[src/rtl/ioib_pkg.sv]
// Shared constants and types for the in-order release buffer.
package ioib_pkg;

  localparam int unsigned DepthDefault = 64;
  localparam int unsigned CharsDefault = 5;
  localparam int unsigned CharBits     = 8;

  typedef enum logic [1:0] {
    StClear,
    StIdle,
    StRun
  } state_e;

endpackage

[src/rtl/ioib_slot_ram.sv]
// Slot memory: one write port, one registered read port, word = {valid, payload}.
module ioib_slot_ram #(
  parameter int unsigned Depth = 64,
  parameter int unsigned AddrW = 6,
  parameter int unsigned PayW  = 40
) (
  input  logic             clk_i,
  input  logic             we_i,
  input  logic [AddrW-1:0] waddr_i,
  input  logic             wvalid_i,
  input  logic [PayW-1:0]  wpayload_i,
  input  logic [AddrW-1:0] raddr_i,
  output logic             rvalid_o,
  output logic [PayW-1:0]  rpayload_o
);

  logic [PayW:0] mem_q [Depth];
  logic [PayW:0] rdata_q;

  always_ff @(posedge clk_i) begin
    if (we_i) begin
      mem_q[waddr_i] <= {wvalid_i, wpayload_i};
    end
    rdata_q <= mem_q[raddr_i];
  end

  assign rvalid_o   = rdata_q[PayW];
  assign rpayload_o = rdata_q[PayW-1:0];

endmodule

[src/rtl/in_order_release_buffer_unit.sv]
// Top level of the in-order release buffer: release sequencer around the slot memory.
//
// Usage: drive position_i and payload_i and raise start_i; the word is taken at a
// rising edge where start_i is high and busy_o is low. The payload goes into slot
// position_i (positions 1..DEPTH; anything else is dropped). If that position is
// the next one due for release, the block releases it and every consecutive filled
// slot after it, one result word per cycle on out_payload_o / out_position_o,
// each marked by valid_o for exactly one cycle; last_o flags the final word of
// the run. The receiver cannot stall, so results are never held back.
// Release timing: a word that releases nothing leaves busy_o low. A word that starts
// a run of k releases shows its first result in the cycle after acceptance and keeps
// busy_o high until the run ends; the pace is set by the single memory read port,
// one slot read per released word.
// Reset: the release pointer returns to 1 and a clearing pass sweeps all DEPTH
// slots, one per cycle, with busy_o high; input is taken once the pass is done.
// After position DEPTH is released, later words are stored but never released.
module in_order_release_buffer_unit
  import ioib_pkg::*;
#(
  parameter int unsigned DEPTH = DepthDefault,
  parameter int unsigned CHARS = CharsDefault
) (
  input  logic                             clk_i,
  input  logic                             rst_ni,
  input  logic                             start_i,
  output logic                             busy_o,
  input  logic [$clog2(DEPTH+1)-1:0]       position_i,
  input  logic [CharBits*CHARS-1:0]        payload_i,
  output logic                             valid_o,
  output logic [CharBits*CHARS-1:0]        out_payload_o,
  output logic [$clog2(DEPTH+1)-1:0]       out_position_o,
  output logic                             last_o
);

  localparam int unsigned PosW  = $clog2(DEPTH + 1);
  localparam int unsigned AddrW = $clog2(DEPTH);
  localparam int unsigned PayW  = CharBits * CHARS;

  localparam logic [PosW-1:0]  DepthPos = PosW'(DEPTH);
  localparam logic [PosW-1:0]  OnePos   = PosW'(1);
  localparam logic [AddrW-1:0] LastAddr = AddrW'(DEPTH - 1);

  state_e state_q, state_d;

  // Release pointer: position of the next slot due, 1..DEPTH+1.
  logic [PosW-1:0]  nr_q, nr_d;
  logic [AddrW-1:0] clr_q, clr_d;

  // Word waiting to go out; its last flag depends on the following slot.
  logic [PayW-1:0]  pend_pay_q, pend_pay_d;
  logic [PosW-1:0]  pend_pos_q, pend_pos_d;

  logic             accept;
  logic             pos_ok;
  logic             start_run;
  logic [PosW-1:0]  pos_m1;
  logic             cand_valid;

  logic             we;
  logic [AddrW-1:0] waddr;
  logic             wvalid;
  logic [AddrW-1:0] raddr;
  logic             rvalid;
  logic [PayW-1:0]  rpayload;

  assign accept    = start_i && (state_q == StIdle);
  assign pos_ok    = (position_i != '0) && (position_i <= DepthPos);
  assign start_run = accept && pos_ok && (position_i == nr_q);
  assign pos_m1    = position_i - OnePos;

  // Slot read in this cycle is position nr_q+1, i.e. index nr_q; clamp past the end.
  assign raddr = (nr_q < DepthPos) ? nr_q[AddrW-1:0] : '0;

  // Data for position nr_q arrives now; it only counts inside the buffer range.
  assign cand_valid = (nr_q <= DepthPos) && rvalid;

  // Write port: clearing pass after reset, otherwise store accepted words.
  always_comb begin
    we     = 1'b0;
    waddr  = pos_m1[AddrW-1:0];
    wvalid = 1'b1;
    if (state_q == StClear) begin
      we     = 1'b1;
      waddr  = clr_q;
      wvalid = 1'b0;
    end else if (accept && pos_ok) begin
      we = 1'b1;
    end
  end

  ioib_slot_ram #(
    .Depth (DEPTH),
    .AddrW (AddrW),
    .PayW  (PayW)
  ) u_slot_ram (
    .clk_i      (clk_i),
    .we_i       (we),
    .waddr_i    (waddr),
    .wvalid_i   (wvalid),
    .wpayload_i (payload_i),
    .raddr_i    (raddr),
    .rvalid_o   (rvalid),
    .rpayload_o (rpayload)
  );

  // Next state.
  always_comb begin
    state_d = state_q;
    unique case (state_q)
      StClear: begin
        if (clr_q == LastAddr) begin
          state_d = StIdle;
        end
      end
      StIdle: begin
        if (start_run) begin
          state_d = StRun;
        end
      end
      StRun: begin
        if (!cand_valid) begin
          state_d = StIdle;
        end
      end
      default: state_d = StIdle;
    endcase
  end

  // Outputs.
  always_comb begin
    busy_o         = 1'b1;
    valid_o        = 1'b0;
    last_o         = 1'b0;
    out_payload_o  = pend_pay_q;
    out_position_o = pend_pos_q;
    unique case (state_q)
      StClear: busy_o = 1'b1;
      StIdle:  busy_o = 1'b0;
      StRun: begin
        valid_o = 1'b1;
        last_o  = !cand_valid;
      end
      default: busy_o = 1'b1;
    endcase
  end

  // Pointer, sweep counter and pending word.
  always_comb begin
    nr_d       = nr_q;
    clr_d      = clr_q;
    pend_pay_d = pend_pay_q;
    pend_pos_d = pend_pos_q;
    if (state_q == StClear) begin
      clr_d = clr_q + AddrW'(1);
    end
    if (start_run) begin
      // advance past the slot just written; it goes out next cycle
      pend_pay_d = payload_i;
      pend_pos_d = position_i;
      nr_d       = nr_q + OnePos;
    end else if (state_q == StRun && cand_valid) begin
      pend_pay_d = rpayload;
      pend_pos_d = nr_q;
      nr_d       = nr_q + OnePos;
    end
  end

  always_ff @(posedge clk_i or negedge rst_ni) begin
    if (!rst_ni) begin
      state_q <= StClear;
      nr_q    <= OnePos;
      clr_q   <= '0;
    end else begin
      state_q <= state_d;
      nr_q    <= nr_d;
      clr_q   <= clr_d;
    end
  end

  always_ff @(posedge clk_i) begin
    pend_pay_q <= pend_pay_d;
    pend_pos_q <= pend_pos_d;
  end

endmodule
[config.mk]
export PLATFORM = sky130hd
export DESIGN_NAME = in_order_release_buffer_unit
export DESIGN_NICKNAME = d
export VERILOG_FILES = /design/src/rtl/ioib_pkg.sv /design/src/rtl/ioib_slot_ram.sv /design/src/rtl/in_order_release_buffer_unit.sv
export SDC_FILE = /design/constraint.sdc
export NUM_CORES = 2
export LEC_CHECK = 0
export ABC_AREA = 0
export BUFFER_PORTS_ARGS = -buffer_cell sky130_fd_sc_hd__buf_2
export CAP_MARGIN = 20
export CORE_AREA = 2 2 538 540
export DETAILED_ROUTE_END_ITERATION = 7
export DIE_AREA = 0 0 540 542
export RECOVER_POWER = 50
export SKIP_CTS_REPAIR_TIMING = 1
export SYNTH_ARGS = -nofsm -noshare
export SYNTH_HDL_FRONTEND = slang
export SYNTH_SLANG_ARGS = --single-unit
[constraint.sdc]
create_clock -name clk_i -period 5.3 [get_ports clk_i]
set_input_delay 0.795 -clock clk_i [delete_from_list [all_inputs] [get_ports clk_i]]
set_output_delay 0.795 -clock clk_i [all_outputs]
set_load 0.1 [all_outputs]
# ---- Yosys cells after proc, flatten, opt, wreduce, memory -nomap -nowiden
# Memories as Yosys holds them, arrays and structs flattened. A register that Yosys moved wholly into a read port is not among the register bits.
# Cells that the tools add are included.
dict set report classes {
  n_addsub 3
  n_mul 0
  div_mod_pow 0
  n_lt_le_gt_ge 3
  eq_ne 7
  shifts 0
  mux 20
  bitwise 0
  n_reduce_logical 11
}
# operator n
set op_table {}
lappend op_table {{40-bit two-way mux} 2}
lappend op_table {{7-bit two-way mux} 4}
lappend op_table {{7-bit <= comparator (second input constant)} 2}
lappend op_table {{6-bit two-way mux} 2}
lappend op_table {{1-bit two-way mux} 8}
lappend op_table {{7-bit by 1-bit adder with 7-bit output (second input constant)} 1}
lappend op_table {{7-bit == test} 1}
lappend op_table {{7-bit < comparator (second input constant)} 1}
lappend op_table {{7-bit nonzero test} 1}
lappend op_table {{6-bit by 1-bit adder with 6-bit output (second input constant)} 1}
lappend op_table {{6-bit == test (second input constant)} 1}
lappend op_table {{1-bit logical AND} 6}
lappend op_table {{2-bit two-way mux} 3}
lappend op_table {{2-bit one-hot mux with 3 select lines} 1}
lappend op_table {{6-bit by 1-bit subtractor with 6-bit output (second input constant)} 1}
lappend op_table {{2-bit != test (second input constant)} 2}
lappend op_table {{3-bit AND reduction} 1}
lappend op_table {{2-bit by 1-bit == test with 1-bit output (second input constant)} 1}
lappend op_table {{2-bit == test (second input constant)} 1}
lappend op_table {{2-bit zero test} 1}
lappend op_table {{2-bit by 1-bit != test with 1-bit output (second input constant)} 1}
lappend op_table {{2-bit nonzero test} 1}
lappend op_table {{1-bit zero test} 1}
dict set report word_totals {
  register_bits 62
  latchBits 0
  mem_bits_rw 2624
  rom_bits 0
  inputBits 50
  out_inout_bits 50
  wordCells 50
  mem_count 1
}
# memory words word_bits rd rd_ports_with_merged_regs write_ports line
set mem_list {}
lappend mem_list {u_slot_ram.mem_q 64 41 1 1 1 ioib_slot_ram.sv:17} ;# logic [PayW:0] mem_q [Depth];

# ---- Depth between registers and ports, before layout
dict set report depth {
  ltp_word 7
  mapped_depth 12
  mapped_depth_nobuf 8
}

# ---- Hierarchy
# Synthesis repeated with hierarchy kept, for this count alone.
dict set report unflattened {
  cells_unflattened 4434
  hier_area_um2 103237.8
}
# module instances cells_per_inst area_each_um2 seq_area_each_um2
set by_module_without_submodules {}
lappend by_module_without_submodules {ioib_slot_ram 1 4226 100108.5 79616.4}
lappend by_module_without_submodules {in_order_release_buffer_unit 1 208 3129.3 1788.0}

# ---- Worst setup path after synthesis
# No wires, ideal clock.
dict set report synth_timing {
  path_type {register to output}
  from {register state_q[0]}
  to {output last_o}
  arrival_time_ns 4.125
  t_required_ns 4.505
  setup_slack_ns 0.380
  path_stages_with_launch 3
  n_path_buf 0
  path_cell_list {dfrtp_1 > nor2b_1 > a21boi_0}
}
dict set report synth_between {
  elab_chain_len 2
}
# item line
set synth_lines {}
lappend synth_lines {{from (decl)} in_order_release_buffer_unit.sv:43} ;# state_e state_q, state_d;
lappend synth_lines {{from (signal assigned)} in_order_release_buffer_unit.sv:170} ;# state_q <= StClear;
lappend synth_lines {{from (signal assigned)} in_order_release_buffer_unit.sv:174} ;# state_q <= state_d;
lappend synth_lines {{2-bit == test} in_order_release_buffer_unit.sv:136} ;# unique case (state_q)
lappend synth_lines {{1-bit two-way mux} in_order_release_buffer_unit.sv:136}
lappend synth_lines {{to (decl)} in_order_release_buffer_unit.sv:32} ;# output logic last_o
# Every way passes these cells.

# ---- Worst setup path in the final report
dict set report layout_timing {
  from {register nr_q[3]}
  to {register u_slot_ram.rdata_q[4], read port of u_slot_ram.mem_q}
}
dict set report layout_between {
  elab_chain_len 2
}
# item line
set layout_lines {}
lappend layout_lines {{from (decl)} in_order_release_buffer_unit.sv:46} ;# logic [PosW-1:0] nr_q, nr_d;
lappend layout_lines {{from (signal assigned)} in_order_release_buffer_unit.sv:171} ;# nr_q <= OnePos;
lappend layout_lines {{from (signal assigned)} in_order_release_buffer_unit.sv:175} ;# nr_q <= nr_d;
lappend layout_lines {{7-bit < comparator} in_order_release_buffer_unit.sv:72} ;# assign raddr = (nr_q < DepthPos) ? nr_q[AddrW-1:0] : '0;
lappend layout_lines {{6-bit two-way mux (*)} in_order_release_buffer_unit.sv:72}
lappend layout_lines {{to (decl)} ioib_slot_ram.sv:18} ;# logic [PayW:0] rdata_q;
# Mark *: on every way between the ends. The rest lies on a longest branch, timed or not.
# A chain may end at the register's enable or synchronous reset.

==> results.yml <==
final_layout:
  fillers: 25339
  final_common_cell: "edfxtp_1"
  final_util_pct: 42.0
  final_layout_size_suffix_gt1_share_pct: 16.1
  areaGrowthSynthToFinish_pct: 14.2
  final_cell_mix: "edfxtp_1 (2671), mux2i_1 (343), o22ai_1 (305)"
  stdcell_count: 10313
  final_net_count: 6383
setup_path:
  max_stage_delay_ns: 1.47
  crit_path_start: "nr_q[3]"
  critical_path.endpoint_type: "flop"
  worst_r2r_endpoint: "u_slot_ram.rdata_q[4]"
  path_class: "reg -> reg"
  path_buf_inv: 3
  crit_chain: "buf_4, inv_2, a21oi_2, o221ai_1, a221oi_1, a311oi_1, buf_4, a21oi_1"
  arrival_ns: 5.82
  path_common_cell: "buf_4"
  cp-start-kind: "flop"
  cp.depth: 8
  rrSetupSlack_ns: 0.27
  endpoint: "u_slot_ram.rdata_q[4]"
  crit_fanout: 19
  cp_slowest_cell: "dfrtp_1"
  reg2reg_depth: 8
  crit_required_ns: 6.09
  crit_family: "compound AO/OA/AOI/OAI gates"
  r2r_start: "nr_q[3]"
run_status:
  outcome: "complete, but fails checks"
  violations: "design-rule violations, max-capacitance violations, max-slew violations"
routing:
  route.detailed.drc: 4
  ant_nets: 0
  wl_um: 314000
  wl_per_cell_um: 30.4
  post_drt_via_cell_ratio: 5.87
  drt_pass1_iterations: 8
  vias: 60527
  initialDrtViolationCount: 8706
floorplan:
  die_w_um: 540
  core_area_mm2: 0.287
  row_count: 197
  die_h_um: 542
  dieArea_mm2: 0.293
  pin_count: 100
  initial_utilization_pct: 36.8
clock_network:
  cts_made_buffers: 287
  clk_path_buf_depth: 4
  cts.sinks: 2727
  clk_latency_ns: 0.92
  path_clk_slew_ns: 0.06
  cts_tree: "yes"
  htreeDepth: 5
  cts_root_buffer: "clkbuf_16"
synth:
  syn_nets: 6176
  synth.ff_latch_count: 2727
  yosys_warnings: 0
  synth-async-reset-ratio_pct: 0.550
  yosysTopAreaCellShare_pct: 76.0
  netlist-cell-type-count: 71
  mappedNetlistArea_mm2: 0.106
  synth_flop_cell: "edfxtp_1"
  seq_area_frac_synth_pct: 77.1
  syn_inst: 6121
  synth.avg_cell_area_um2: 17.2
  yosysTopAreaCell: "edfxtp_1"
  synth_edf_count: 2671
  synthTopCellsByArea: "edfxtp_1 (76%), mux2i_1 (3.3%), mux2_2 (2.1%)"
placed_design:
  port_buffers: 99
  dp_hpwl_um: 182000
  gp_congestion: 0.864
  dp.cells: 9819
timing:
  period_needed_ns: 5.03
  tightest_slew_ns: 4.44
  rsz0062_at_grt: "no"
  finalSetupTns_ns: 0
  slew_headroom_pct: -196
  slew_violations: 2590
  fin_worst_skew_ns: 0.0513
  hold_viol_final: 0
  setup_viol: 0
  whs_ns: 0.503
  period_share_pct: 95.0
  max_freq_mhz: 199
power:
  vdd_drop_max_v: 0.000263
  p_per_area_mw_per_mm2: 374
  power_mw: 45.1
  p_leak_nw: 36.5
global_routing:
  grt_pass1_vias: 59008
  grtUsageTotal_pct: 20.9
  grt_max_degree: 142
  antenna_found_initial: 19
  grt-ovfl-total: 0
  grt_pass1_wl_um: 442000
hold_path:
  hp-class: "reg -> reg"
job:
  maxCapViolCount: 52
-- state kept, by name, summed over array words and instances, names as in the netlist --
name	count
clr_q	6
nr_q	7
out_payload_o	40
out_position_o	7
state_q	2
u_slot_ram.mem_q	2624
u_slot_ram.rdata_q	41
-- where the power goes --
group          leakage, nW  total (mW)  switching (mW)  internal [mW]
clock                 4.27        19.1            8.02           11.1
sequential            24.5        24.0          0.0897           23.9
combinational         7.64        2.03            1.45          0.581
total                 36.5        45.1            9.56           35.6
-- metal layers --
metal,wire (µm),share of wire (%),track usage [%]
met3,27800,8.9,3.84
met4,9710,3.1,6.41
met2,148000,47,33.5
met1,129000,41,28.8
met5,27,0.0086,0
-- logic make-up (layout without fill, tap and decap cells) --
group,after synthesis,after routing,synth area share [%]
other cells,0,3,0
buf+inv,473,881,2.10
flops,2727,2727,77.1
fa+ha+maj,5,5,0.0593
compound gates,1509,1509,10.0
mux,654,654,7.45
xor+xnor,21,21,0.174
simple gates,732,732,3.04
-- synth_stat cells, drive strengths merged, types with 10 or more instances --
cell type	number
edfxtp	2671
mux2i	343
o22ai	305
nand2	280
o21ai	250
nor2	245
buf	240
mux2	239
clkbuf	215
a21oi	183
o221ai	165
a211oi	101
a221oi	76
mux4	72
nand3	69
a222oi	64
a31oi	54
nor2b	42
a221o	41
dfxtp	41
o21a	41
o22a	37
a22oi	34
and2	30
a211o	29
a311oi	25
o2111ai	25
o211ai	19
inv	18
dfrtp	14
o311ai	13
nand2b	12
nand4	11
nor3	11
o221a	11
o31ai	11
o41ai	11
xnor2	11
nand3b	10
xor2	10
-- worst min-delay path by stage --
stage / from / to / cells after the start
after floorplan: clr_q[5] / clr_q[5] / 1
after global placement: clr_q[5] / clr_q[5] / 1
after detailed placement: clr_q[5] / clr_q[5] / 1
after CTS: rst_ni / nr_q[5] / 1
after global routing: payload_i[1] / u_slot_ram.mem_q[60][1] / 1
final: clr_q[5] / clr_q[5] / 1
-- metrics by stage --
stage	setup WS, ns	instance area, µm²
2_1_floorplan	0.380	106000
3_3_place_gp	1.03	112000
3_5_place_dp	1.13	112000
4_1_cts	0.950	121000
5_1_grt	0.411	121000
6_report	0.267	121000
-- area by class of cell --
type,count,area [µm²],share of cell area [%]
antenna,3,7.51,0.00623
clock buffer,392,7980,6.62
clock inverter,98,792,0.657
inverter,18,75.1,0.0623
multi-input combinational,2921,22500,18.7
sequential,2727,81400,67.6
tap,3781,4730,3.93
timing repair buffer,373,2960,2.46
No activity file was read; power rests on OpenSTA's default activity.
